--- src/hdl/tfcv_pkg.sv ---
package tfcv_pkg;

  localparam int unsigned DefStateFrameLen  = 64;
  localparam int unsigned DefNavFrameLen    = 64;
  localparam int unsigned DefDriveStructLen = 64;
  localparam int unsigned DefSizeFieldOffset = 2;
  localparam int unsigned DefMaxFrameLen    = 256;

  localparam int unsigned CountW = 9;
  localparam int unsigned LenW   = 10;

  localparam logic [7:0] LEAD_MARK  = 8'h24;
  localparam logic [7:0] TYPE_STATE = 8'h09;
  localparam logic [7:0] TYPE_NAV   = 8'h08;
  localparam logic [7:0] TYPE_DRIVE = 8'h07;
  localparam logic [7:0] TRAIL_CR   = 8'h0d;
  localparam logic [7:0] TRAIL_LF   = 8'h0a;

  typedef enum logic [1:0] {
    KIND_UNKNOWN = 2'd0,
    KIND_STATE   = 2'd1,
    KIND_NAV     = 2'd2,
    KIND_DRIVE   = 2'd3
  } frame_kind_e;

  typedef struct packed {
    logic [7:0]  echo_byte;
    logic [7:0]  byte_index;
    logic        frame_done;
    frame_kind_e frame_kind;
    logic        frame_ok;
  } result_t;

endpackage

--- src/hdl/typed_frame_checksum_validator.sv ---
// Channel | Direction | Handshake              | Payload
// in      | input     | in_valid_i/in_ready_o   | data_byte_i, frame_end_i
// out     | output    | out_valid_o/out_ready_i | echo_byte_o, byte_index_o, frame_done_o,
//         |           |                         | frame_kind_o, frame_ok_o
//
// One byte per cycle while in_ready_o is high; each result is registered.
// The frame state and verdict logic sit in front of a two-entry output stage
// (result register plus skid register), which holds each result until it is taken.
// in_ready_o drops only while both output entries are full.
// Reset clears the frame state and empties the output stage.
module typed_frame_checksum_validator #(
  parameter int unsigned STATE_FRAME_LEN   = tfcv_pkg::DefStateFrameLen,
  parameter int unsigned NAV_FRAME_LEN     = tfcv_pkg::DefNavFrameLen,
  parameter int unsigned DRIVE_STRUCT_LEN  = tfcv_pkg::DefDriveStructLen,
  parameter int unsigned SIZE_FIELD_OFFSET = tfcv_pkg::DefSizeFieldOffset,
  parameter int unsigned MAX_FRAME_LEN     = tfcv_pkg::DefMaxFrameLen
) (
  input  logic       clk_i,
  input  logic       rst_ni,
  input  logic       in_valid_i,
  output logic       in_ready_o,
  input  logic [7:0] data_byte_i,
  input  logic       frame_end_i,
  output logic       out_valid_o,
  input  logic       out_ready_i,
  output logic [7:0] echo_byte_o,
  output logic [7:0] byte_index_o,
  output logic       frame_done_o,
  output logic [1:0] frame_kind_o,
  output logic       frame_ok_o
);

  localparam logic [tfcv_pkg::LenW-1:0] StateLen = tfcv_pkg::LenW'(STATE_FRAME_LEN);
  localparam logic [tfcv_pkg::LenW-1:0] NavLen   = tfcv_pkg::LenW'(NAV_FRAME_LEN);
  localparam logic [tfcv_pkg::LenW-1:0] DriveLen = tfcv_pkg::LenW'(DRIVE_STRUCT_LEN + 2);
  localparam logic [15:0] StateSize = 16'(STATE_FRAME_LEN);
  localparam logic [15:0] NavSize   = 16'(NAV_FRAME_LEN);
  localparam logic [15:0] DriveSize = 16'(DRIVE_STRUCT_LEN);
  localparam logic [tfcv_pkg::LenW-1:0] SizeLo   = tfcv_pkg::LenW'(SIZE_FIELD_OFFSET);
  localparam logic [tfcv_pkg::LenW-1:0] SizeHi   = tfcv_pkg::LenW'(SIZE_FIELD_OFFSET + 1);
  localparam logic [tfcv_pkg::LenW-1:0] SizeNeed = tfcv_pkg::LenW'(SIZE_FIELD_OFFSET + 2);
  localparam logic [tfcv_pkg::LenW-1:0] MaxLen   = tfcv_pkg::LenW'(MAX_FRAME_LEN);

  logic [tfcv_pkg::CountW-1:0] count_q, count_d;
  logic [7:0]  sum_q, sum_d;
  logic [7:0]  type_q, type_d;
  logic        lead_q, lead_d;
  logic [7:0]  recent_q [2];
  logic [7:0]  recent_d [2];
  logic [15:0] size_q, size_d;

  logic                        in_xfer;
  logic [tfcv_pkg::LenW-1:0]   idx_w;
  logic [tfcv_pkg::LenW-1:0]   n_w;
  logic                        over;
  logic                        have_type;
  logic                        have_size;
  logic [7:0]                  body_sum;
  tfcv_pkg::result_t           res;

  tfcv_pkg::result_t out_q, skid_q;
  logic              out_valid_q, skid_valid_q;

  assign in_ready_o = !skid_valid_q;
  assign in_xfer    = in_valid_i && in_ready_o;

  always_comb begin
    idx_w     = {1'b0, count_q};
    n_w       = idx_w + tfcv_pkg::LenW'(1);
    over      = idx_w >= MaxLen;
    count_d   = count_q;
    lead_d    = lead_q;
    type_d    = type_q;
    size_d    = size_q;
    if (!over) begin
      if (idx_w == '0) begin
        lead_d = (data_byte_i == tfcv_pkg::LEAD_MARK);
      end
      if (idx_w == tfcv_pkg::LenW'(1)) begin
        type_d = data_byte_i;
      end
      if (idx_w == SizeLo) begin
        size_d[7:0] = data_byte_i;
      end
      if (idx_w == SizeHi) begin
        size_d[15:8] = data_byte_i;
      end
      count_d = count_q + tfcv_pkg::CountW'(1);
    end
    sum_d       = sum_q + data_byte_i;
    recent_d[1] = recent_q[0];
    recent_d[0] = data_byte_i;

    have_type = !over && (idx_w >= tfcv_pkg::LenW'(1));
    have_size = !over && (n_w >= SizeNeed);
    body_sum  = sum_q - recent_q[0] - recent_q[1];

    res.echo_byte  = data_byte_i;
    res.byte_index = (idx_w > tfcv_pkg::LenW'(255)) ? 8'hff : idx_w[7:0];
    res.frame_done = frame_end_i;
    res.frame_kind = tfcv_pkg::KIND_UNKNOWN;
    res.frame_ok   = 1'b0;

    if (frame_end_i) begin
      if (lead_d && have_type) begin
        case (type_d)
          tfcv_pkg::TYPE_STATE: begin
            res.frame_kind = tfcv_pkg::KIND_STATE;
            res.frame_ok   = (data_byte_i == sum_q) && (n_w == StateLen) &&
                             have_size && (size_d == StateSize);
          end
          tfcv_pkg::TYPE_NAV: begin
            res.frame_kind = tfcv_pkg::KIND_NAV;
            res.frame_ok   = (data_byte_i == sum_q) && (n_w == NavLen) &&
                             have_size && (size_d == NavSize);
          end
          tfcv_pkg::TYPE_DRIVE: begin
            res.frame_kind = tfcv_pkg::KIND_DRIVE;
            res.frame_ok   = (data_byte_i == tfcv_pkg::TRAIL_LF) &&
                             (recent_q[0] == tfcv_pkg::TRAIL_CR) &&
                             (recent_q[1] == body_sum) && (n_w == DriveLen) &&
                             have_size && (size_d == DriveSize);
          end
          default: begin
            res.frame_kind = tfcv_pkg::KIND_UNKNOWN;
          end
        endcase
      end
      // drop frame state after the last byte
      count_d     = '0;
      sum_d       = '0;
      type_d      = '0;
      lead_d      = 1'b0;
      size_d      = '0;
      recent_d[0] = '0;
      recent_d[1] = '0;
    end
  end

  always_ff @(posedge clk_i or negedge rst_ni) begin
    if (!rst_ni) begin
      count_q     <= '0;
      sum_q       <= '0;
      type_q      <= '0;
      lead_q      <= 1'b0;
      size_q      <= '0;
      recent_q[0] <= '0;
      recent_q[1] <= '0;
    end else if (in_xfer) begin
      count_q     <= count_d;
      sum_q       <= sum_d;
      type_q      <= type_d;
      lead_q      <= lead_d;
      size_q      <= size_d;
      recent_q[0] <= recent_d[0];
      recent_q[1] <= recent_d[1];
    end
  end

  always_ff @(posedge clk_i or negedge rst_ni) begin
    if (!rst_ni) begin
      out_valid_q  <= 1'b0;
      skid_valid_q <= 1'b0;
    end else if (in_xfer) begin
      if (out_valid_q && !out_ready_i) begin
        skid_valid_q <= 1'b1;
      end else begin
        out_valid_q <= 1'b1;
      end
    end else if (out_valid_q && out_ready_i) begin
      if (skid_valid_q) begin
        skid_valid_q <= 1'b0;
      end else begin
        out_valid_q <= 1'b0;
      end
    end
  end

  always_ff @(posedge clk_i) begin
    if (in_xfer) begin
      if (out_valid_q && !out_ready_i) begin
        skid_q <= res;
      end else begin
        out_q <= res;
      end
    end else if (out_valid_q && out_ready_i && skid_valid_q) begin
      out_q <= skid_q;
    end
  end

  assign out_valid_o  = out_valid_q;
  assign echo_byte_o  = out_q.echo_byte;
  assign byte_index_o = out_q.byte_index;
  assign frame_done_o = out_q.frame_done;
  assign frame_kind_o = out_q.frame_kind;
  assign frame_ok_o   = out_q.frame_ok;

  a_skid_implies_out: assert property (@(posedge clk_i) disable iff (!rst_ni)
    skid_valid_q |-> out_valid_q)
    else $error("skid entry held without a result entry");

  a_count_bounded: assert property (@(posedge clk_i) disable iff (!rst_ni)
    {1'b0, count_q} <= MaxLen)
    else $error("byte count beyond frame limit");

  a_verdict_on_last: assert property (@(posedge clk_i) disable iff (!rst_ni)
    out_valid_q && !out_q.frame_done |-> !out_q.frame_ok &&
      out_q.frame_kind == tfcv_pkg::KIND_UNKNOWN)
    else $error("verdict given on a byte that is not the last");

  a_clear_after_last: assert property (@(posedge clk_i) disable iff (!rst_ni)
    in_xfer && frame_end_i |=> count_q == '0 && sum_q == '0)
    else $error("frame state not cleared after last byte");

  a_ok_length: assert property (@(posedge clk_i) disable iff (!rst_ni)
    in_xfer && res.frame_ok |-> have_size)
    else $error("frame passed without a complete size field");

endmodule

--- config.mk ---
export PLATFORM = sky130hd
export DESIGN_NAME = typed_frame_checksum_validator
export DESIGN_NICKNAME = d
export VERILOG_FILES = /design/src/hdl/tfcv_pkg.sv /design/src/hdl/typed_frame_checksum_validator.sv
export SDC_FILE = /design/constraint.sdc
export NUM_CORES = 1
export LEC_CHECK = 0
export BUFFER_PORTS_ARGS = -buffer_cell sky130_fd_sc_hd__buf_2
export CAP_MARGIN = 15
export CELL_PAD_IN_SITES_DETAIL_PLACEMENT = 1
export CELL_PAD_IN_SITES_GLOBAL_PLACEMENT = 1
export CORE_MARGIN = 2
export CORE_UTILIZATION = 48
export DETAILED_ROUTE_END_ITERATION = 8
export PLACE_DENSITY = 0.89
export SLEW_MARGIN = 20
export SYNTH_ARGS = -nofsm -noshare
export SYNTH_HDL_FRONTEND = slang
export SYNTH_SLANG_ARGS = --single-unit
--- constraint.sdc ---
create_clock -name clk_i -period 4 [get_ports clk_i]
set_input_delay 0.8 -clock clk_i [delete_from_list [all_inputs] [get_ports clk_i]]
set_output_delay 0.8 -clock clk_i [all_outputs]
set_load 0.02 [all_outputs]
==> run metrics <==
run status=finished clean; fin nets=617; biggest cell delay along the critical path=0.53 ns; remaining global-route overflow=0; max cap viols=0; dpl cell area=5890 um^2; layout cells sized above 1=17.1%; CP max stage cell=fa_1; Async SR Flop Fraction=59.6%; final setup vio count=0; reg2reg setup slack=0.19 ns; drt first pass iters=4; register bit total from synthesis=99; Clock Latency Late Sink=0.36 ns; DR top layer=met4; CORE AREA=11400 um^2; Hold Buf Count CTS=0; dominant cell type by area after synthesis=dfrtp_1; WP data required=4.19 ns; setup repair bufs after CTS=0; num rows=39; Lkg Pwr=2.60 nW; net count after synthesis=600; antenna violations before repair=0; Finished Core Util=54.2%; VDD IR max=0.555 mV; gp weighted congestion=about 0.9; f_max=around 260 MHz; pin count of the biggest net entering global routing=55; Layout Cells excl Fill=722; die width=112 um; pwr dens=~830 nW/um^2; register area=2680 um^2; sequential area share after synthesis=a little under half; Residual DRC=0; Post-Syn Area=5610 um^2; IO Count=35; Total Neg Setup Slack=0 ns; CTS tree=yes; dpl cells=706; Area contributors post-synth=dfrtp_1 (26%), edfxtp_1 (21%), nand2_1 (6.4%); unrepaired setup endpoints after global routing=false; number of routed nets with antenna violations=0; maximum fanout along the worst path=4; wire length on met2=between 7000 and 8000 um; post-route cell area=6190 um^2; clock sinks=99; violation count after the first detailed-route iteration=approximately 400; Worst Setup Start Kind=flip-flop; critical path data arrival time=4.00 ns; GR Util All Layers=26.5%; Root Buffer=clkbuf_16; Max Buffers Root-to-Sink=2; commonest non-fill, non-tap cell in the layout=nand2_1; drt total wl=between 15000 and 20000 um; Die ar.=12600 um^2; minimum clock period=3.81 ns; vias per cell=6.28; commonest cells after routing, fill and taps aside=nand2_1 (94), dfrtp_1 (59), o21ai_0 (49); Initial Util=around 50%; Final Max Tran Viols=0; fillers=1267; first-pass GRT wire length=26100 um; Main synth FF type=dfrtp_1; DR WL met3=923 um; CP Class=flip-flop to flip-flop; ant diodes=0; vias in the first global route=4873; DP Wirelength=10900 um; WL per Instance=21.8 um; H-tree depth=3; vias=4533; critical path, cell by cell=inv_1, fa_1, inv_1, ha_1, or2_2, fa_1, a211oi_2, o21bai_1, a211o_1, a2111oi_1, a31oi_1, o31ai_2; port buffer count=34; top-area cell type share of the netlist area=26.3%; post-synthesis cell type count=68; area of the multi-input gates=roughly 2700 um^2; TritonCTS Buffers=9; Final Hold Viols=0; Reg clk slew, reported paths=0.08 ns; relative slew slack=36.2%; number of enable flip-flop cells after synthesis=40; critical path capture point type=flip-flop; synth-to-layout area growth=10.3%; wl on met1=6510 um; Final Skew=0.00901 ns; Slew @ Worst Pin=0.957 ns; chip height=~110 um; Yosys warning count=0; Post-Syn Area per Cell=a little over 10 um^2; worst min path class=flip-flop to flip-flop; final worst-path cycle share=95.2%; Mapped Cells=roughly 560
path summary, 6_finish.rpt:
path,start,endpoint,cells after the start
max,recent_q[0]$_DFFE_PN0P_,frame_ok_o$_DFFE_PP_,12
max in group asynchronous,rst_ni,sum_q[7]$_DFFE_PN0P_,2
min in group asynchronous,rst_ni,count_q[4]$_DFFE_PN0P_,1
min reg2reg,type_q[5]$_DFFE_PN0P_,type_q[5]$_DFFE_PN0P_,2
min,type_q[5]$_DFFE_PN0P_,type_q[5]$_DFFE_PN0P_,2
max reg2reg,recent_q[0]$_DFFE_PN0P_,frame_ok_o$_DFFE_PP_,12
worst max-delay path: cells and delay by family (launching register included):
kind	cells	cell delay (ns)
AOI/OAI and AO/OA	6	1.68
adders and majority gates	3	1.14
DFF	1	0.41
and+or+nand+nor	1	0.29
buffers and inverters	2	0.13
layout make-up:
class	instances	share of cell area, %
clock buffers	9	3.64
well taps	143	2.89
inverters	25	1.52
clock inverters	7	1.09
flip-flops and latches	99	43.2
repair buffers	42	3.92
multi-input cells	397	43.7
cell families (layout without fill, tap and decap cells):
kind of cell	count (synthesis)	in the layout	synth area share, %
buffers and inverters	61	83	4.41
xor gates and xnor gates	14	14	2.92
DFF	99	99	47.7
adders and majority gates	30	30	7.76
muxes	14	14	2.76
AOI/OAI and AO/OA	144	144	16.8
and+or+nand+nor	195	195	17.7
Yosys cell counts, drive strengths merged, types with 5 or more instances:
| cell type | instances |
|---|---|
| a21oi | 17 |
| buf | 9 |
| o21ai | 54 |
| ha | 22 |
| nor3 | 8 |
| inv | 25 |
| xnor2 | 7 |
| nor2 | 29 |
| nand2 | 95 |
| edfxtp | 40 |
| fa | 8 |
| dfrtp | 59 |
| mux2 | 12 |
| or4 | 6 |
| o31ai | 12 |
| nand3 | 8 |
| clkbuf | 27 |
| nor4 | 7 |
| a22oi | 24 |
| or2 | 8 |
| a31o | 5 |
through the flow:
stage / total power, mW / setup WS [ns] / hold WS [ns]
3_3_place_gp: 4.00 / 0.386 / 0.469
5_1_grt: 5.54 / 0.0833 / 0.544
2_1_floorplan: 3.50 / 0.519 / 0.450
3_5_place_dp: 4.24 / 0.0951 / 0.495
4_1_cts: 5.14 / 0.0811 / 0.513
6_report: 5.16 / 0.194 / 0.509
registers in the layout, indices dropped and copies added (netlist names):
register,cells
count_q,9
skid_q,20
frame_done_o,1
skid_valid_q,1
lead_q,1
type_q,8
byte_index_o,8
frame_ok_o,1
echo_byte_o,8
recent_q,15
frame_kind_o,2
out_valid_o,1
size_q,16
sum_q,8
where the power goes:
| part | switching [mW] | internal (mW) |
|---|---|---|
| registers | 0.291 | 1.44 |
| logic | 1.48 | 1.07 |
| clock network | 0.440 | 0.440 |
per-layer routing:
layer,track usage (%),vias up
met4,13.0,0
li1,-,2050
met5,0,-
met3,4.37,45
met2,43.7,139
met1,34.3,2299
repair_timing:
| action | 4_1_cts | 5_1_grt |
|---|---|---|
| gates resized for setup | 0 | 1 |
| hold endpoints to repair | 0 | 0 |
| setup endpoints to repair | 0 | 1 |
(Power assumes the default switching activity.)
